## config.mk

```make
export PLATFORM = sky130hd
export DESIGN_NAME = byterun_run_length_encoder_top_flat
export DESIGN_NICKNAME = d
export VERILOG_FILES = /design/src/brle_pkg.sv /design/src/brle_if.sv /design/src/brle_ram.sv /design/src/brle_front.sv /design/src/brle_queue.sv /design/src/brle_back.sv /design/src/byterun_run_length_encoder_top.sv /design/src/flat_wrapper.sv
export VERILOG_INCLUDE_DIRS = /design/src /design/src/src
export SDC_FILE = /design/constraint.sdc
export NUM_CORES = 2
export LEC_CHECK = 0
export BUFFER_PORTS_ARGS = -buffer_cell sky130_fd_sc_hd__buf_2
export CAP_MARGIN = 30
export CELL_PAD_IN_SITES_DETAIL_PLACEMENT = 0
export CELL_PAD_IN_SITES_GLOBAL_PLACEMENT = 1
export CORE_MARGIN = 3
export CORE_UTILIZATION = 46
export CTS_BUF_LIST = sky130_fd_sc_hd__clkbuf_8
export DETAILED_ROUTE_END_ITERATION = 7
export GPL_TIMING_DRIVEN = 0
export PLACE_DENSITY_LB_ADDON = 0.1
export SLEW_MARGIN = 20
export SYNTH_ARGS = -nofsm -noshare
export SYNTH_HDL_FRONTEND = slang
export SYNTH_HIERARCHICAL = 1
export SYNTH_SLANG_ARGS = --single-unit
```

## constraint.sdc

```tcl
create_clock -name clock -period 13.15 [get_ports clock]
set_input_delay 2.63 -clock clock [delete_from_list [all_inputs] [get_ports clock]]
set_output_delay 2.63 -clock clock [all_outputs]
set_load 0.01 [all_outputs]
```

## src/byterun_run_length_encoder_top_macros.svh

```systemverilog
// assertion macros shared by the encoder rtl
`ifndef BYTERUN_RUN_LENGTH_ENCODER_TOP_MACROS_SVH
`define BYTERUN_RUN_LENGTH_ENCODER_TOP_MACROS_SVH
`ifndef NO_ASSERTIONS
// consequent checked in the same cycle
`define BRLE_ASSERT_SAME(name, clk, rst, ante, cons, msg) \
   name: assert property (@(posedge clk) disable iff (rst) (ante) |-> (cons)) \
      else $error(msg);
// consequent checked in the following cycle
`define BRLE_ASSERT_NEXT(name, clk, rst, ante, cons, msg) \
   name: assert property (@(posedge clk) disable iff (rst) (ante) |=> (cons)) \
      else $error(msg);
`else
`define BRLE_ASSERT_SAME(name, clk, rst, ante, cons, msg)
`define BRLE_ASSERT_NEXT(name, clk, rst, ante, cons, msg)
`endif
`endif

```

## src/brle_pkg.sv

```systemverilog
// shared types and constants for the byterun encoder
package brle_pkg;

   localparam int unsigned BYTE_W      = 8;
   localparam int unsigned LEN_W       = 8;
   localparam int unsigned CNT_W       = 3;
   localparam int unsigned FIELD_LANES = 4;
   localparam int unsigned QUEUE_DEPTH = 4;
   localparam int unsigned QPTR_W      = 2;

   typedef enum logic [1:0] {
      OP_NONE,
      OP_LITERAL,
      OP_REPEAT
   } op_kind_type;

   // literal: len bytes from the buffer bank, then an optional tail byte in data
   // repeat: len is the run length, data the repeated value
   typedef struct packed {
      op_kind_type       kind;
      logic              bank;
      logic [LEN_W-1:0]  len;
      logic              tail_valid;
      logic [BYTE_W-1:0] data;
   } op_type;

   typedef struct packed {
      op_type op0;
      op_type op1;
      logic   stream_end;
   } cmd_type;

   typedef struct packed {
      logic valid;
      logic bank;
   } bank_release_type;

   typedef enum logic [2:0] {
      ST_IDLE,
      ST_HDR,
      ST_VAL,
      ST_LIT,
      ST_TAIL
   } back_state_type;

endpackage

```

## src/brle_if.sv

```systemverilog
// request and response channel interfaces of the byterun encoder
interface brle_req_if;
   logic                        valid;
   logic                        ready;
   logic [brle_pkg::BYTE_W-1:0] in_byte;
   logic                        end_of_stream;

   modport source (output valid, in_byte, end_of_stream, input ready);
   modport sink (input valid, in_byte, end_of_stream, output ready);
endinterface

interface brle_rsp_if;
   logic                        valid;
   logic                        ready;
   logic [brle_pkg::BYTE_W-1:0] code_byte_a;
   logic [brle_pkg::BYTE_W-1:0] code_byte_b;
   logic [brle_pkg::BYTE_W-1:0] code_byte_c;
   logic [brle_pkg::BYTE_W-1:0] code_byte_d;
   logic [brle_pkg::CNT_W-1:0]  byte_count;
   logic                        item_last;
   logic                        stream_done;

   modport source (output valid, code_byte_a, code_byte_b, code_byte_c, code_byte_d,
                   byte_count, item_last, stream_done, input ready);
   modport sink (input valid, code_byte_a, code_byte_b, code_byte_c, code_byte_d,
                 byte_count, item_last, stream_done, output ready);
endinterface

```

## src/brle_ram.sv

```systemverilog
// generic single write port ram with registered read
module brle_ram #(
   parameter int unsigned WIDTH  = 8,
   parameter int unsigned DEPTH  = 256,
   parameter int unsigned ADDR_W = $clog2(DEPTH)
) (
   input  logic              clock,
   input  logic              wr_en,
   input  logic [ADDR_W-1:0] wr_addr,
   input  logic [WIDTH-1:0]  wr_data,
   input  logic              rd_en,
   input  logic [ADDR_W-1:0] rd_addr,
   output logic [WIDTH-1:0]  rd_data
);

   logic [WIDTH-1:0] mem_ff [DEPTH];
   logic [WIDTH-1:0] rd_data_ff;

   always_ff @(posedge clock) begin
      if (wr_en) begin
         mem_ff[wr_addr] <= wr_data;
      end
      if (rd_en) begin
         rd_data_ff <= mem_ff[rd_addr];
      end
   end

   assign rd_data = rd_data_ff;

endmodule

```

## src/brle_front.sv

```systemverilog
// front end: run detection, literal buffer writes and command issue
module brle_front #(
   parameter int unsigned MAX_RUN = 128,
   parameter int unsigned ADDR_W  = $clog2(MAX_RUN) + 1
) (
   input  logic                           clock,
   input  logic                           reset,
   input  logic                           in_valid,
   output logic                           in_ready,
   input  logic [brle_pkg::BYTE_W-1:0]    in_byte,
   input  logic                           in_end,
   input  logic                           q_full,
   output logic                           q_push,
   output brle_pkg::cmd_type              q_data,
   input  brle_pkg::bank_release_type     bank_release,
   output logic                           wr_en,
   output logic [ADDR_W-1:0]              wr_addr,
   output logic [brle_pkg::BYTE_W-1:0]    wr_data
);

   localparam int unsigned IDX_W = ADDR_W - 1;

   logic [brle_pkg::BYTE_W-1:0] held_ff, held_in;
   logic                        hv_ff, hv_in;
   logic                        rep_ff, rep_in;
   logic [brle_pkg::LEN_W-1:0]  rlen_ff, rlen_in;
   logic [brle_pkg::LEN_W-1:0]  llen_ff, llen_in;
   logic                        bank_ff, bank_in;
   logic [1:0]                  busy_ff, busy_in;
   logic [1:0]                  set_busy;
   logic                        accept;
   brle_pkg::cmd_type           cmd;

   function automatic brle_pkg::cmd_type add_op(brle_pkg::cmd_type c, brle_pkg::op_type o);
      brle_pkg::cmd_type r;
      r = c;
      if (r.op0.kind == brle_pkg::OP_NONE) begin
         r.op0 = o;
      end else begin
         r.op1 = o;
      end
      return r;
   endfunction

   function automatic brle_pkg::op_type repeat_op(logic [brle_pkg::LEN_W-1:0] len,
                                                  logic [brle_pkg::BYTE_W-1:0] value);
      brle_pkg::op_type o;
      o.kind       = brle_pkg::OP_REPEAT;
      o.bank       = 1'b0;
      o.len        = len;
      o.tail_valid = 1'b0;
      o.data       = value;
      return o;
   endfunction

   function automatic brle_pkg::op_type literal_op(logic bank,
                                                   logic [brle_pkg::LEN_W-1:0] len,
                                                   logic tail_valid,
                                                   logic [brle_pkg::BYTE_W-1:0] tail);
      brle_pkg::op_type o;
      o.kind       = brle_pkg::OP_LITERAL;
      o.bank       = bank;
      o.len        = len;
      o.tail_valid = tail_valid;
      o.data       = tail;
      return o;
   endfunction

   // new beats wait while the bank being filled still drains or the queue is full
   assign in_ready = ~busy_ff[bank_ff] & ~q_full;
   assign accept   = in_valid & in_ready;

   always_comb begin
      held_in  = held_ff;
      hv_in    = hv_ff;
      rep_in   = rep_ff;
      rlen_in  = rlen_ff;
      llen_in  = llen_ff;
      bank_in  = bank_ff;
      set_busy = 2'b00;
      cmd      = '0;
      wr_en    = 1'b0;
      wr_addr  = {bank_ff, llen_ff[IDX_W-1:0]};
      wr_data  = held_ff;
      if (accept) begin
         if (!hv_ff) begin
            held_in = in_byte;
            hv_in   = 1'b1;
            rep_in  = 1'b0;
         end else if (rep_ff) begin
            if ((in_byte == held_ff) && (rlen_ff < brle_pkg::LEN_W'(MAX_RUN))) begin
               rlen_in = rlen_ff + 8'd1;
            end else begin
               cmd     = add_op(cmd, repeat_op(rlen_ff, held_ff));
               rep_in  = 1'b0;
               rlen_in = '0;
               held_in = in_byte;
            end
         end else if (in_byte == held_ff) begin
            if (llen_ff != '0) begin
               cmd               = add_op(cmd, literal_op(bank_ff, llen_ff, 1'b0, '0));
               set_busy[bank_ff] = 1'b1;
               bank_in           = ~bank_ff;
               llen_in           = '0;
            end
            rep_in  = 1'b1;
            rlen_in = 8'd2;
         end else begin
            wr_en   = 1'b1;
            llen_in = llen_ff + 8'd1;
            if ((llen_ff + 8'd1) == brle_pkg::LEN_W'(MAX_RUN)) begin
               cmd               = add_op(cmd, literal_op(bank_ff, llen_in, 1'b0, '0));
               set_busy[bank_ff] = 1'b1;
               bank_in           = ~bank_ff;
               llen_in           = '0;
            end
            held_in = in_byte;
         end
         if (in_end) begin
            if (rep_in) begin
               cmd = add_op(cmd, repeat_op(rlen_in, held_in));
            end else begin
               // last held byte goes out as the tail of the literal run
               cmd = add_op(cmd, literal_op(bank_in, llen_in, 1'b1, held_in));
               if (llen_in != '0) begin
                  set_busy[bank_in] = 1'b1;
                  bank_in           = ~bank_in;
               end
            end
            held_in = '0;
            hv_in   = 1'b0;
            rep_in  = 1'b0;
            rlen_in = '0;
            llen_in = '0;
         end
      end
      cmd.stream_end = in_end;
   end

   assign q_push = accept & (cmd.op0.kind != brle_pkg::OP_NONE);
   assign q_data = cmd;

   always_comb begin
      busy_in = busy_ff;
      if (bank_release.valid) begin
         busy_in[bank_release.bank] = 1'b0;
      end
      busy_in = busy_in | set_busy;
   end

   always_ff @(posedge clock) begin
      if (reset) begin
         held_ff <= '0;
         hv_ff   <= 1'b0;
         rep_ff  <= 1'b0;
         rlen_ff <= '0;
         llen_ff <= '0;
         bank_ff <= 1'b0;
         busy_ff <= 2'b00;
      end else begin
         held_ff <= held_in;
         hv_ff   <= hv_in;
         rep_ff  <= rep_in;
         rlen_ff <= rlen_in;
         llen_ff <= llen_in;
         bank_ff <= bank_in;
         busy_ff <= busy_in;
      end
   end

endmodule

```

## src/brle_queue.sv

```systemverilog
// small command queue between front and back
module brle_queue (
   input  logic              clock,
   input  logic              reset,
   input  logic              push,
   input  brle_pkg::cmd_type push_data,
   input  logic              pop,
   output logic              full,
   output logic              empty,
   output brle_pkg::cmd_type head
);

   brle_pkg::cmd_type              mem_ff [brle_pkg::QUEUE_DEPTH];
   logic [brle_pkg::QPTR_W-1:0]    wptr_ff, wptr_in;
   logic [brle_pkg::QPTR_W-1:0]    rptr_ff, rptr_in;
   logic [brle_pkg::QPTR_W:0]      count_ff, count_in;
   logic                           do_push;
   logic                           do_pop;

   assign full    = (count_ff == (brle_pkg::QPTR_W + 1)'(brle_pkg::QUEUE_DEPTH));
   assign empty   = (count_ff == '0);
   assign do_push = push & ~full;
   assign do_pop  = pop & ~empty;
   assign head    = mem_ff[rptr_ff];

   always_comb begin
      wptr_in  = do_push ? wptr_ff + 1'b1 : wptr_ff;
      rptr_in  = do_pop ? rptr_ff + 1'b1 : rptr_ff;
      count_in = count_ff;
      if (do_push && !do_pop) begin
         count_in = count_ff + 1'b1;
      end else if (do_pop && !do_push) begin
         count_in = count_ff - 1'b1;
      end
   end

   always_ff @(posedge clock) begin
      if (do_push) begin
         mem_ff[wptr_ff] <= push_data;
      end
   end

   always_ff @(posedge clock) begin
      if (reset) begin
         wptr_ff  <= '0;
         rptr_ff  <= '0;
         count_ff <= '0;
      end else begin
         wptr_ff  <= wptr_in;
         rptr_ff  <= rptr_in;
         count_ff <= count_in;
      end
   end

endmodule

```

## src/brle_back.sv

```systemverilog
// back end: turns commands into code bytes and packs them into result beats
module brle_back #(
   parameter int unsigned OUT_LANES = 4,
   parameter int unsigned ADDR_W    = 8
) (
   input  logic                           clock,
   input  logic                           reset,
   input  logic                           q_empty,
   input  brle_pkg::cmd_type              q_head,
   output logic                           q_pop,
   output logic                           rd_en,
   output logic [ADDR_W-1:0]              rd_addr,
   input  logic [brle_pkg::BYTE_W-1:0]    rd_data,
   output brle_pkg::bank_release_type     bank_release,
   input  logic                           rsp_ready,
   output logic                           rsp_valid,
   output logic [brle_pkg::BYTE_W-1:0]    code_byte_a,
   output logic [brle_pkg::BYTE_W-1:0]    code_byte_b,
   output logic [brle_pkg::BYTE_W-1:0]    code_byte_c,
   output logic [brle_pkg::BYTE_W-1:0]    code_byte_d,
   output logic [brle_pkg::CNT_W-1:0]     byte_count,
   output logic                           item_last,
   output logic                           stream_done
);

   localparam int unsigned IDX_W = ADDR_W - 1;
   localparam int unsigned LANES =
      (OUT_LANES > brle_pkg::FIELD_LANES) ? brle_pkg::FIELD_LANES : OUT_LANES;

   brle_pkg::back_state_type    state_ff, state_in;
   brle_pkg::cmd_type           entry_ff, entry_in;
   logic                        sel_ff, sel_in;
   logic [IDX_W-1:0]            idx_ff, idx_in;
   brle_pkg::op_type            cur_op;
   logic                        has_next;
   logic                        lit_last;
   logic                        gen_go;
   logic [brle_pkg::BYTE_W-1:0] hdr_byte;

   logic                        emit;
   logic                        emit_ram;
   logic [brle_pkg::BYTE_W-1:0] emit_byte;
   logic                        emit_final;

   logic                        desc_valid_ff, desc_valid_in;
   logic                        desc_ram_ff;
   logic [brle_pkg::BYTE_W-1:0] desc_byte_ff;
   logic                        desc_final_ff;
   logic                        desc_end_ff;

   logic [brle_pkg::BYTE_W-1:0] lanes_ff [brle_pkg::FIELD_LANES];
   logic [brle_pkg::BYTE_W-1:0] lanes_next [brle_pkg::FIELD_LANES];
   logic [brle_pkg::CNT_W-1:0]  cnt_ff, cnt_in;
   logic [brle_pkg::BYTE_W-1:0] pack_byte;
   logic                        complete;
   logic                        pack_take;

   logic                        out_valid_ff, out_valid_in;
   logic [brle_pkg::BYTE_W-1:0] out_lanes_ff [brle_pkg::FIELD_LANES];
   logic [brle_pkg::CNT_W-1:0]  out_cnt_ff;
   logic                        out_last_ff;
   logic                        out_done_ff;

   assign cur_op   = sel_ff ? entry_ff.op1 : entry_ff.op0;
   assign has_next = ~sel_ff & (entry_ff.op1.kind != brle_pkg::OP_NONE);
   assign lit_last = ((brle_pkg::LEN_W'(idx_ff) + 8'd1) == cur_op.len);
   assign rd_addr  = {cur_op.bank, idx_ff};

   // repeat header is 257 - length taken mod 256, literal header is count - 1
   always_comb begin
      if (cur_op.kind == brle_pkg::OP_REPEAT) begin
         hdr_byte = 8'd1 - cur_op.len;
      end else begin
         hdr_byte = cur_op.len + brle_pkg::BYTE_W'(cur_op.tail_valid) - 8'd1;
      end
   end

   // next state
   always_comb begin
      state_in = state_ff;
      case (state_ff)
         brle_pkg::ST_IDLE: begin
            if (!q_empty) begin
               state_in = brle_pkg::ST_HDR;
            end
         end
         brle_pkg::ST_HDR: begin
            if (gen_go) begin
               case (cur_op.kind)
                  brle_pkg::OP_REPEAT:  state_in = brle_pkg::ST_VAL;
                  brle_pkg::OP_LITERAL: state_in = (cur_op.len != '0) ? brle_pkg::ST_LIT
                                                                      : brle_pkg::ST_TAIL;
                  default:              state_in = brle_pkg::ST_IDLE;
               endcase
            end
         end
         brle_pkg::ST_VAL, brle_pkg::ST_TAIL: begin
            if (gen_go) begin
               state_in = has_next ? brle_pkg::ST_HDR : brle_pkg::ST_IDLE;
            end
         end
         brle_pkg::ST_LIT: begin
            if (gen_go && lit_last) begin
               if (cur_op.tail_valid) begin
                  state_in = brle_pkg::ST_TAIL;
               end else begin
                  state_in = has_next ? brle_pkg::ST_HDR : brle_pkg::ST_IDLE;
               end
            end
         end
         default: state_in = brle_pkg::ST_IDLE;
      endcase
   end

   // outputs of the sequencer
   always_comb begin
      q_pop              = 1'b0;
      emit               = 1'b0;
      emit_ram           = 1'b0;
      emit_byte          = cur_op.data;
      emit_final         = 1'b0;
      rd_en              = 1'b0;
      bank_release.valid = 1'b0;
      bank_release.bank  = cur_op.bank;
      case (state_ff)
         brle_pkg::ST_IDLE: begin
            q_pop = ~q_empty;
         end
         brle_pkg::ST_HDR: begin
            emit      = 1'b1;
            emit_byte = hdr_byte;
         end
         brle_pkg::ST_VAL, brle_pkg::ST_TAIL: begin
            emit       = 1'b1;
            emit_final = ~has_next;
         end
         brle_pkg::ST_LIT: begin
            emit               = 1'b1;
            emit_ram           = 1'b1;
            emit_final         = lit_last & ~cur_op.tail_valid & ~has_next;
            rd_en              = gen_go;
            bank_release.valid = gen_go & lit_last;
         end
         default: begin
            emit = 1'b0;
         end
      endcase
   end

   // command register, op select and buffer index
   always_comb begin
      entry_in = q_pop ? q_head : entry_ff;
      sel_in   = sel_ff;
      idx_in   = idx_ff;
      if (state_ff == brle_pkg::ST_IDLE) begin
         sel_in = 1'b0;
      end else if (gen_go) begin
         if (state_ff == brle_pkg::ST_HDR) begin
            idx_in = '0;
         end
         if (state_ff == brle_pkg::ST_LIT) begin
            idx_in = idx_ff + 1'b1;
         end
         if (has_next && (state_ff == brle_pkg::ST_VAL || state_ff == brle_pkg::ST_TAIL ||
             (state_ff == brle_pkg::ST_LIT && lit_last && !cur_op.tail_valid))) begin
            sel_in = 1'b1;
         end
      end
   end

   // packer: one code byte per beat of the byte pipe
   assign pack_byte = desc_ram_ff ? rd_data : desc_byte_ff;
   assign complete  = desc_final_ff | ((cnt_ff + 3'd1) == brle_pkg::CNT_W'(LANES));
   assign pack_take = desc_valid_ff & (~complete | ~out_valid_ff | rsp_ready);
   assign gen_go    = ~desc_valid_ff | pack_take;
   assign desc_valid_in = gen_go ? emit : desc_valid_ff;

   always_comb begin
      for (int l = 0; l < brle_pkg::FIELD_LANES; l++) begin
         if (brle_pkg::CNT_W'(l) < cnt_ff) begin
            lanes_next[l] = lanes_ff[l];
         end else if (brle_pkg::CNT_W'(l) == cnt_ff) begin
            lanes_next[l] = pack_byte;
         end else begin
            lanes_next[l] = '0;
         end
      end
   end

   always_comb begin
      cnt_in       = cnt_ff;
      out_valid_in = out_valid_ff & ~rsp_ready;
      if (pack_take) begin
         if (complete) begin
            cnt_in       = '0;
            out_valid_in = 1'b1;
         end else begin
            cnt_in = cnt_ff + 3'd1;
         end
      end
   end

   always_ff @(posedge clock) begin
      if (gen_go) begin
         desc_ram_ff   <= emit_ram;
         desc_byte_ff  <= emit_byte;
         desc_final_ff <= emit_final;
         desc_end_ff   <= entry_ff.stream_end;
      end
      entry_ff <= entry_in;
      idx_ff   <= idx_in;
      if (pack_take) begin
         if (complete) begin
            out_lanes_ff <= lanes_next;
            out_cnt_ff   <= cnt_ff + 3'd1;
            out_last_ff  <= desc_final_ff;
            out_done_ff  <= desc_final_ff & desc_end_ff;
         end else begin
            lanes_ff <= lanes_next;
         end
      end
   end

   always_ff @(posedge clock) begin
      if (reset) begin
         state_ff      <= brle_pkg::ST_IDLE;
         sel_ff        <= 1'b0;
         desc_valid_ff <= 1'b0;
         cnt_ff        <= '0;
         out_valid_ff  <= 1'b0;
      end else begin
         state_ff      <= state_in;
         sel_ff        <= sel_in;
         desc_valid_ff <= desc_valid_in;
         cnt_ff        <= cnt_in;
         out_valid_ff  <= out_valid_in;
      end
   end

   assign rsp_valid   = out_valid_ff;
   assign code_byte_a = out_lanes_ff[0];
   assign code_byte_b = out_lanes_ff[1];
   assign code_byte_c = out_lanes_ff[2];
   assign code_byte_d = out_lanes_ff[3];
   assign byte_count  = out_cnt_ff;
   assign item_last   = out_last_ff;
   assign stream_done = out_done_ff;

endmodule

```

## src/byterun_run_length_encoder_top.sv

```systemverilog
// ByteRun (PackBits) encoder top level. Input beats are taken one per cycle
// by the front end, which holds one byte of lookahead, tracks repeat runs and
// writes literal bytes into a two-bank literal buffer (one bank of MAX_RUN
// bytes fills while the other drains). Every beat that produces code queues
// one command in a 4-entry queue; the back end pops it, turns it into code
// bytes at one byte per cycle unless the result side stalls, and packs them
// into result beats of up to OUT_LANES (at most 4) bytes. A repeat run is a
// header byte and its value, a literal run a header, its buffered bytes and
// an optional tail. Input stalls only while the queue is full or the bank to
// be filled still drains, so literal-heavy data runs near one byte per cycle
// and repeat data at one per cycle. No clearing pass is needed after reset.
`include "byterun_run_length_encoder_top_macros.svh"
module byterun_run_length_encoder_top #(
   parameter int unsigned MAX_RUN   = 128,
   parameter int unsigned OUT_LANES = 4
) (
   input  logic       clock,
   input  logic       reset,
   brle_req_if.sink   req_bus,
   brle_rsp_if.source rsp_bus
);

   localparam int unsigned ADDR_W = $clog2(MAX_RUN) + 1;
   localparam int unsigned DEPTH  = 1 << ADDR_W;
   localparam int unsigned LANES  =
      (OUT_LANES > brle_pkg::FIELD_LANES) ? brle_pkg::FIELD_LANES : OUT_LANES;

   logic                        q_push;
   logic                        q_pop;
   logic                        q_full;
   logic                        q_empty;
   brle_pkg::cmd_type           q_data;
   brle_pkg::cmd_type           q_head;
   brle_pkg::bank_release_type  bank_release;
   logic                        wr_en;
   logic [ADDR_W-1:0]           wr_addr;
   logic [brle_pkg::BYTE_W-1:0] wr_data;
   logic                        rd_en;
   logic [ADDR_W-1:0]           rd_addr;
   logic [brle_pkg::BYTE_W-1:0] rd_data;
   logic                        end_beat;
   logic                        rsp_beat_ok;

   brle_front #(
      .MAX_RUN (MAX_RUN),
      .ADDR_W  (ADDR_W)
   ) u_front (
      .clock        (clock),
      .reset        (reset),
      .in_valid     (req_bus.valid),
      .in_ready     (req_bus.ready),
      .in_byte      (req_bus.in_byte),
      .in_end       (req_bus.end_of_stream),
      .q_full       (q_full),
      .q_push       (q_push),
      .q_data       (q_data),
      .bank_release (bank_release),
      .wr_en        (wr_en),
      .wr_addr      (wr_addr),
      .wr_data      (wr_data)
   );

   brle_queue u_queue (
      .clock     (clock),
      .reset     (reset),
      .push      (q_push),
      .push_data (q_data),
      .pop       (q_pop),
      .full      (q_full),
      .empty     (q_empty),
      .head      (q_head)
   );

   brle_ram #(
      .WIDTH  (brle_pkg::BYTE_W),
      .DEPTH  (DEPTH),
      .ADDR_W (ADDR_W)
   ) u_lit_ram (
      .clock   (clock),
      .wr_en   (wr_en),
      .wr_addr (wr_addr),
      .wr_data (wr_data),
      .rd_en   (rd_en),
      .rd_addr (rd_addr),
      .rd_data (rd_data)
   );

   brle_back #(
      .OUT_LANES (OUT_LANES),
      .ADDR_W    (ADDR_W)
   ) u_back (
      .clock        (clock),
      .reset        (reset),
      .q_empty      (q_empty),
      .q_head       (q_head),
      .q_pop        (q_pop),
      .rd_en        (rd_en),
      .rd_addr      (rd_addr),
      .rd_data      (rd_data),
      .bank_release (bank_release),
      .rsp_ready    (rsp_bus.ready),
      .rsp_valid    (rsp_bus.valid),
      .code_byte_a  (rsp_bus.code_byte_a),
      .code_byte_b  (rsp_bus.code_byte_b),
      .code_byte_c  (rsp_bus.code_byte_c),
      .code_byte_d  (rsp_bus.code_byte_d),
      .byte_count   (rsp_bus.byte_count),
      .item_last    (rsp_bus.item_last),
      .stream_done  (rsp_bus.stream_done)
   );

   assign end_beat    = req_bus.valid & req_bus.ready & req_bus.end_of_stream;
   assign rsp_beat_ok = (rsp_bus.byte_count != 3'd0) &&
                        (rsp_bus.byte_count <= 3'(LANES)) &&
                        (!rsp_bus.stream_done || rsp_bus.item_last);

   `BRLE_ASSERT_SAME(a_push_has_room, clock, reset, q_push, !q_full, "push into full queue")
   `BRLE_ASSERT_NEXT(a_push_lands, clock, reset, q_push, !q_empty, "pushed command lost")
   `BRLE_ASSERT_SAME(a_end_flushes, clock, reset, end_beat, q_push, "end beat queued nothing")
   `BRLE_ASSERT_SAME(a_rsp_beat_sane, clock, reset, rsp_bus.valid, rsp_beat_ok, "bad result beat")

endmodule
```

## src/flat_wrapper.sv

```systemverilog
// flat-port wrapper written by rule: the top's interface ports become plain ports
module byterun_run_length_encoder_top_flat 
#(
   parameter int unsigned MAX_RUN   = 128,
   parameter int unsigned OUT_LANES = 4
)
  (clock, reset, req_bus_valid, req_bus_in_byte, req_bus_end_of_stream, req_bus_ready, rsp_bus_valid, rsp_bus_code_byte_a, rsp_bus_code_byte_b, rsp_bus_code_byte_c, rsp_bus_code_byte_d, rsp_bus_byte_count, rsp_bus_item_last, rsp_bus_stream_done, rsp_bus_ready);
  brle_req_if req_bus_i ();
  brle_rsp_if rsp_bus_i ();
  input  logic clock;
  input  logic reset;
  input wire logic [$bits(req_bus_i.valid)-1:0] req_bus_valid;
  input wire logic [$bits(req_bus_i.in_byte)-1:0] req_bus_in_byte;
  input wire logic [$bits(req_bus_i.end_of_stream)-1:0] req_bus_end_of_stream;
  output wire logic [$bits(req_bus_i.ready)-1:0] req_bus_ready;
  output wire logic [$bits(rsp_bus_i.valid)-1:0] rsp_bus_valid;
  output wire logic [$bits(rsp_bus_i.code_byte_a)-1:0] rsp_bus_code_byte_a;
  output wire logic [$bits(rsp_bus_i.code_byte_b)-1:0] rsp_bus_code_byte_b;
  output wire logic [$bits(rsp_bus_i.code_byte_c)-1:0] rsp_bus_code_byte_c;
  output wire logic [$bits(rsp_bus_i.code_byte_d)-1:0] rsp_bus_code_byte_d;
  output wire logic [$bits(rsp_bus_i.byte_count)-1:0] rsp_bus_byte_count;
  output wire logic [$bits(rsp_bus_i.item_last)-1:0] rsp_bus_item_last;
  output wire logic [$bits(rsp_bus_i.stream_done)-1:0] rsp_bus_stream_done;
  input wire logic [$bits(rsp_bus_i.ready)-1:0] rsp_bus_ready;
  assign req_bus_i.valid = req_bus_valid;
  assign req_bus_i.in_byte = req_bus_in_byte;
  assign req_bus_i.end_of_stream = req_bus_end_of_stream;
  assign req_bus_ready = req_bus_i.ready;
  assign rsp_bus_valid = rsp_bus_i.valid;
  assign rsp_bus_code_byte_a = rsp_bus_i.code_byte_a;
  assign rsp_bus_code_byte_b = rsp_bus_i.code_byte_b;
  assign rsp_bus_code_byte_c = rsp_bus_i.code_byte_c;
  assign rsp_bus_code_byte_d = rsp_bus_i.code_byte_d;
  assign rsp_bus_byte_count = rsp_bus_i.byte_count;
  assign rsp_bus_item_last = rsp_bus_i.item_last;
  assign rsp_bus_stream_done = rsp_bus_i.stream_done;
  assign rsp_bus_i.ready = rsp_bus_ready;
  byterun_run_length_encoder_top #(.MAX_RUN(MAX_RUN), .OUT_LANES(OUT_LANES)) u_core (.clock(clock), .reset(reset), .req_bus(req_bus_i), .rsp_bus(rsp_bus_i));
endmodule
```

# --- After elaboration in Yosys (flattened, before gate mapping) ---
# Memories as Yosys holds them, arrays and structs flattened. A register that Yosys moved wholly into a read port is not among the register bits.
# Index checks and enable logic that the tools add are counted.
op_classes:
  n_addsub: 12
  n_lt_le_gt_ge: 11
  n_eq_ne: 18
  n_mux: 108
  n_bitwise: 33
  n_reduce_logical: 34
ops:
  columns: ["cell", "n"]
  rows:
  - ["two-way mux 41 bit", 8]
  - ["two-way mux 8 bit", 28]
  - ["two-way mux 20 bit", 5]
  - ["two-way mux 40 bit", 2]
  - ["two-way mux 1 bit", 37]
  - ["two-way mux 3 bit", 9]
  - ["nonzero test 8 bit", 3]
  - ["two-way mux 2 bit", 11]
  - ["adder 8 x 1 -> 8 bit (second input constant)", 2]
  - ["equality test 8 bit", 2]
  - ["two-way mux 7 bit", 2]
  - ["NOT 1 bit", 13]
  - ["bitwise AND 1 bit", 12]
  - ["case mux 3 bit (4 select lines)", 1]
  - ["logical AND 1 bit", 10]
  - ["equality test 3 bit (second input constant)", 3]
  - ["logical NOT 3 bit", 3]
  - ["adder 7 x 1 -> 8 bit (second input constant)", 1]
  - ["adder 8 x 1 -> 8 bit", 1]
  - ["equality test 8 bit (second input constant)", 1]
  - ["< comparator 8 bit (second input constant)", 1]
  - ["inequality test 2 bit (second input constant)", 4]
  - ["nonzero test 2 bit", 4]
  - ["subtractor 1 x 8 -> 8 bit (first input constant)", 1]
  - ["other kinds (30)", 52]
word_totals:
  ff_bits: 132
  mem_bits_rw: 2212
  inputBits: 13
  output_inout_bits: 39
  elab_cells: 249
  n_memories: 2
mem_list:
  columns: ["memory", "depth", "width", "rd", "rd_ports_with_merged_regs", "wr", "line", "text"]
  rows:
  - ["u_core.u_lit_ram.mem_ff", 256, 8, 1, 1, 1, "brle_ram.sv:16", "logic [WIDTH-1:0] mem_ff [DEPTH];"]
  - ["u_core.u_queue.mem_ff", 4, 41, 1, 1, 1, "brle_queue.sv:13", "brle_pkg::cmd_type mem_ff [brle_pkg::QUEUE_DEPTH];"]

# --- Longest topological paths before layout ---
depth:
  word_depth: 19
  ltp_mapped: 15
  ltp_nobuf: 15

# --- Cells and area by module ---
# The synthesis kept the hierarchy.
by_module_without_submodules:
  columns: ["module", "instances", "cells_each", "area_per_inst_um2", "seq_area_each_um2"]
  rows:
  - ["brle_ram", 1, 3733, 79636.4, 61739.2]
  - ["brle_queue", 1, 263, 6434.9, 5104.9]
  - ["brle_back", 1, 425, 5868.1, 4023.9]
  - ["brle_front", 1, 371, 2587.5, 580.6]

# --- Worst setup path before layout ---
# No wires, ideal clock.
synth_timing:
  kind: "reg2reg"
  from: "reg u_core.u_front.held_ff (netlist bit u_core/u_front/wr_data[4])"
  to: "mem u_core/u_queue/mem_ff[0][0] (netlist name), enable pin"
  setup_ps: 402
  arrival_time_ps: 6242
  t_required_ps: 12748
  slack_ps: 6506
  stages_incl_launch_ff: 10
  path_buffers: 0
  synth_period_minus_slack_ps: 6644
  path_cell_list: "dfxtp_1 xor2_1 nor4_2 nand2_1 nor2_1 o21ai_2 a31oi_1 inv_1 nor2_1 and2_1"
synth_between:
  elab_chain_len: 16
  elab_cells_between_ends: 23
  classes_between: "1 x eq/ne; 17 x mux; 2 x bitwise; 3 x reduce/logical"
synth_lines:
  columns: ["element", "line", "text"]
  rows:
  - ["from (decl)", "brle_front.sv:23", "logic [brle_pkg::BYTE_W-1:0] held_ff, held_in;"]
  - ["from (signal assigned)", "brle_front.sv:161", "held_ff <= held_in;"]
  - ["equality test 8 bit (*)", "brle_front.sv:91, brle_front.sv:99", null]
  - ["logical AND 1 bit", "brle_front.sv:91", "if ((in_byte == held_ff) && (rlen_ff < brle_pkg::LEN_W'(MAX_RUN))) begin"]
  - ["two-way mux 41 bit", "brle_front.sv:91", null]
  - ["two-way mux 41 bit", "brle_front.sv:90", "end else if (rep_ff) begin"]
  - ["two-way mux 41 bit", "brle_front.sv:86", "if (!hv_ff) begin"]
  - ["two-way mux 41 bit", "brle_front.sv:85", "if (accept) begin"]
  - ["logical NOT 2 bit", "brle_front.sv:37", "if (r.op0.kind == brle_pkg::OP_NONE) begin"]
  - ["two-way mux 20 bit", "brle_front.sv:37", null]
  - ["[... 2 more ...]", null, null]
  - ["two-way mux 41 bit (*)", "brle_front.sv:85", null]
  - ["nonzero test 2 bit (*)", "brle_front.sv:140", "assign q_push = accept & (cmd.op0.kind != brle_pkg::OP_NONE);"]
  - ["bitwise AND 1 bit (*)", "brle_front.sv:140", null]
  - ["net u_core.q_push", "byterun_run_length_encoder_top.sv:28", "logic q_push;"]
  - ["bitwise AND 1 bit (*)", "brle_queue.sv:22", "assign do_push = push & ~full;"]
  - ["net u_core.u_queue.do_push", "brle_queue.sv:17", "logic do_push;"]
  - ["two-way mux 1 bit (*)", "brle_queue.sv:38", "if (do_push) begin"]
  - ["two-way mux 1 bit (not written as such) (*)", "brle_queue.sv:39", "mem_ff[wptr_ff] <= push_data;"]
  - ["to (decl)", "brle_queue.sv:13", null]
# The timed path passes the listed nets; every way through them passes the cells marked *. The select of a mux whose other input is x is not followed.

# --- Final worst setup path ---
layout_timing:
  from: "in req_bus_in_byte[1]"
  to: "mem u_core.u_lit_ram.mem_ff[544][0] (netlist: u_core/u_lit_ram/mem_ff[68][0]), enable pin"
layout_between:
  elab_chain_len: 7
layout_lines:
  columns: ["element", "line", "text"]
  rows:
  - ["from (decl)", "flat_wrapper.sv:13", "input wire logic [$bits(req_bus_i.in_byte)-1:0] req_bus_in_byte;"]
  - ["equality test 8 bit", "brle_front.sv:99", "end else if (in_byte == held_ff) begin"]
  - ["two-way mux 1 bit", "brle_front.sv:99", null]
  - ["two-way mux 1 bit", "brle_front.sv:90", null]
  - ["two-way mux 1 bit", "brle_front.sv:86", null]
  - ["two-way mux 1 bit", "brle_front.sv:85", null]
  - ["net u_core.wr_en", "byterun_run_length_encoder_top.sv:35", "logic wr_en;"]
  - ["two-way mux 1 bit", "brle_ram.sv:20", "if (wr_en) begin"]
  - ["two-way mux 1 bit (not written as such)", "brle_ram.sv:21", "mem_ff[wr_addr] <= wr_data;"]
  - ["to (decl)", "brle_ram.sv:16", null]
# The timed path passes the listed nets, and every way through them passes these cells.

==> flow_summary_export.csv <==
group,metric,value,unit
status,outcome,"complete, no violations",
timing,setup_viol,0,
placed_design,io_buffers,51,
cts,cts-htree-levels,5,
cts,clock_sinks,2395,
min_path,hold_path_depth,0,
die,fp.dieW,459,um
timing,clock_skew,56.1,ps
setup_path,path_cells,"buf_2 -> xor2_1 -> nor4_2 -> nand2_1 -> buf_2 -> nand2_1 -> nor2_1 -> clkbuf_1 -> buf_1 -> nand3_1 -> clkbuf_2 -> buf_16 -> nor2_1",
die,die_h,459,um
final_layout,area_growth,13.4,%
min_path,holdPathEnd,"u_core/u_back/desc_end_ff$_DFFE_PP_",
setup_path,critPathMaxStageDelay,740,ps
placed_design,placed_cell_area,100000,um2
grt,grt-ovfl-total,0,
setup_path,reg2reg_slack,6960,ps
detailed_routing,first_pass_iters,6,
timing,slew_headroom,0.167,
grt,antenna_found_initial,19,
setup_path,critPathSlowestCell,"nor2_1",
yosys,syn_nets,4829,
timing,hold_viol_final,0,
cts,ctsHoldBuffers,0,
detailed_routing,drt-total-wl,298000,um
timing,hold_ws,467,ps
setup_path,required,13820,ps
power_and_ir_drop,powerDensity,176,nW/um2
detailed_routing,drc,0,
detailed_routing,vias_per_cell,6.21,
timing,fin_crit,6530,ps
yosys,ys_seq_elements,2395,
detailed_routing,ant_nets,0,
cts,cts_tree,"done",
yosys,synth_ff_type,"edfxtp_1",
cts,clock_latency,1090,ps
flow_run,drv_cap,0,
die,num_io_pins,52,
setup_path,setup.worst_path.end_class,"flop",
cts,clkSlewWorstSetupHoldPaths,50,ps
timing,drv_slew,0,
timing,worst_pin_slew,1250,ps
detailed_routing,vias,51800,
yosys,synth_edf_count,2348,
min_path,worst_hold_path_type,"reg2reg",
grt,grt_max_degree,80,
cts,numCtsBuffers,405,
die,rows,165,
setup_path,crit_buf_inv,6,
cts,cts.repair.resized,0,
final_layout,drive_above_1_share,0.241,
timing,setup_slack,6620,ps
grt,grt_pass1_vias,51100,
power_and_ir_drop,ir_drop,0.127,mV
detailed_routing,wl_per_cell,35.7,um
setup_path,critPathTopFamily,"buffers and inverters",
setup_path,regToRegEndpoint,"u_core/u_lit_ram/mem_ff[68][0]$_DFFE_PP_",
yosys,synth_cells,4792,
timing,fin_crit_sh,0.497,
yosys,seq_area_frac_synth,0.756,
grt,grt_pass1_wl,410000,um
die,floorplan.initialDensity,0.465,
detailed_routing,drt-initial-drc-count,7156,
yosys,synth_cell_type_count,92,
setup_path,rr_worst_depth,11,
yosys,syn_area,94500,um2
min_path,min_from,"u_core/u_back/entry_ff[0]$_DFFE_PP_",
setup_path,cp.arrival,7200,ps
die,core_region_area,203000,um2
yosys,ys_warn_count,6,
setup_path,cp_max_fo,10,
die,dieArea,211000,um2
final_layout,nNetsFinal,5403,
cts,root_buffer,"clkbuf_8",
placed_design,dp_slack,5660,ps
setup_path,worstSetupStartpointType,"input port",
setup_path,r2r_start,"u_core/u_queue/count_ff[0]$_SDFFE_PP0P_",
cts,clockBufferDepth,4,
power_and_ir_drop,leakage,0.0346,uW
cts,cts_setup_buffers,0,
yosys,synthArstFlopShare,0,
yosys,avgSynthCellArea,19.7,um2
placed_design,hpwl,205000,um
setup_path,path_depth,13,
setup_path,worstSetupPathType,"in2reg",
timing,rsz0062_at_grt,"no",
placed_design,gp_congestion,0.937,
grt,track_usage,0.282,
final_layout,postLayoutCellArea,107000,um2
timing,max_freq,153,MHz
synth_stat cells (all sizes together) (55+ instances only):
| cell type | count | area share |
|---|---|---|
| edfxtp | 2348 | 0.75 |
| mux4 | 497 | 0.12 |
| o21ai | 64 | 0.0034 |
| a21oi | 136 | 0.0072 |
| a22oi | 156 | 0.012 |
| buf | 154 | 0.014 |
| mux2i | 167 | 0.018 |
| nor2 | 395 | 0.016 |
| nand3 | 55 | 0.0029 |
| clkbuf | 146 | 0.0058 |
| nand2 | 96 | 0.0038 |
per-layer routing:
layer | routed length (um) | track usage | share of wire
met1 | 121000 | 0.393 | 0.41
met2 | 137000 | 0.432 | 0.46
met5 | 54 | 0 | 0.00018
met4 | 11300 | 0.0989 | 0.038
met3 | 28900 | 0.0755 | 0.097
state kept, by name (all words and copies together), names as in the netlist, 32 cells and up, named ones only:
register and cells:
u_core/u_queue/mem_ff 164, u_core/u_back/entry_ff 41, u_core/u_back/lanes_ff 32, u_core/u_lit_ram/mem_ff 2048
logic make-up (layout without fill, tap and decap cells):
logic type / Yosys count / after routing / share of synthesized area
xor+xnor: 39 / 39 / 0.00361
compound gates: 578 / 578 / 0.0423
mux: 668 / 668 / 0.137
simple gates: 764 / 764 / 0.0373
other cells: 0 / 9 / 0
flops: 2395 / 2395 / 0.756
buf+inv: 323 / 1189 / 0.0206
fa+ha+maj: 25 / 25 / 0.00336
placed cells by master (no fill, tap or decap), types with 18 or more instances in the layout:
| cell type | Yosys | layout |
|---|---|---|
| a22oi_1 | 156 | 156 |
| clkbuf_8 | 0 | 411 |
| clkinv_1 | 1 | 96 |
| edfxtp_1 | 2348 | 2348 |
| a21oi_1 | 135 | 135 |
| buf_12 | 12 | 30 |
| dfxtp_1 | 47 | 39 |
| o221ai_1 | 46 | 46 |
| nor4_1 | 30 | 19 |
| buf_2 | 40 | 107 |
| buf_6 | 24 | 33 |
| clkbuf_1 | 145 | 109 |
| nand3_1 | 55 | 55 |
| mux4_2 | 494 | 494 |
| o21ai_0 | 55 | 55 |
| buf_16 | 0 | 36 |
| nor2b_1 | 36 | 36 |
| nor3_1 | 39 | 39 |
| o22ai_1 | 38 | 38 |
| nand2_1 | 96 | 96 |
| and2_1 | 28 | 23 |
| inv_1 | 22 | 167 |
| buf_4 | 39 | 78 |
| xor2_1 | 24 | 24 |
| clkinv_2 | 0 | 32 |
| and3_1 | 18 | 18 |
| ha_1 | 23 | 23 |
| nor2_1 | 394 | 392 |
| a22o_1 | 26 | 26 |
| clkbuf_2 | 1 | 37 |
| mux2i_1 | 163 | 163 |
| a211oi_1 | 20 | 20 |
how the worst max path moves through the flow:
stage / start / end / slack, ps
floorplan: u_core/u_front/wr_data[4]$_SDFFE_PP0P_ / u_core/u_queue/mem_ff[0][0]$_DFFE_PP_ / 6510
global placement: u_core/u_front/wr_data[4]$_SDFFE_PP0P_ / u_core/u_lit_ram/mem_ff[55][7]$_DFFE_PP_ / -280
detailed placement: req_bus_in_byte[1] / u_core/u_lit_ram/mem_ff[53][1]$_DFFE_PP_ / 5660
CTS: req_bus_in_byte[1] / u_core/u_lit_ram/mem_ff[53][1]$_DFFE_PP_ / 6810
global route: req_bus_in_byte[1] / u_core/u_lit_ram/mem_ff[82][3]$_DFFE_PP_ / 6620
finish: req_bus_in_byte[1] / u_core/u_lit_ram/mem_ff[68][0]$_DFFE_PP_ / 6620
per-stage QoR:
step / power, uW / setup TNS [ps] / util / instances
detailed placement: 13100 / 0 / 0.492 / 7611
floorplan: 11200 / 0 / - / 4792
global placement: 13000 / -113720 / 0.483 / 7515
CTS: 19000 / 0 / 0.527 / 8310
global route: 19500 / 0 / 0.528 / 8336
finish: 18900 / 0 / 0.528 / 8339
power breakdown:
| group | internal, uW | switching (uW) |
|---|---|---|
| clock network | 3020 | 2920 |
| logic | 1460 | 2800 |
| registers | 8620 | 95.9 |
area by class of cell:
type / instances / area, um2
Fill cell: 16400 / 95900
Sequential cell: 2395 / 71500
Multi-Input combinational cell: 2074 / 21300
Clock buffer: 411 / 5660
Tap cell: 2672 / 3340
Timing Repair Buffer: 167 / 2120
Buffer: 300 / 1910
Clock inverter: 288 / 1360
Inverter: 23 / 86.3
Antenna cell: 9 / 22.5
Power figures use the tool's default switching activity.
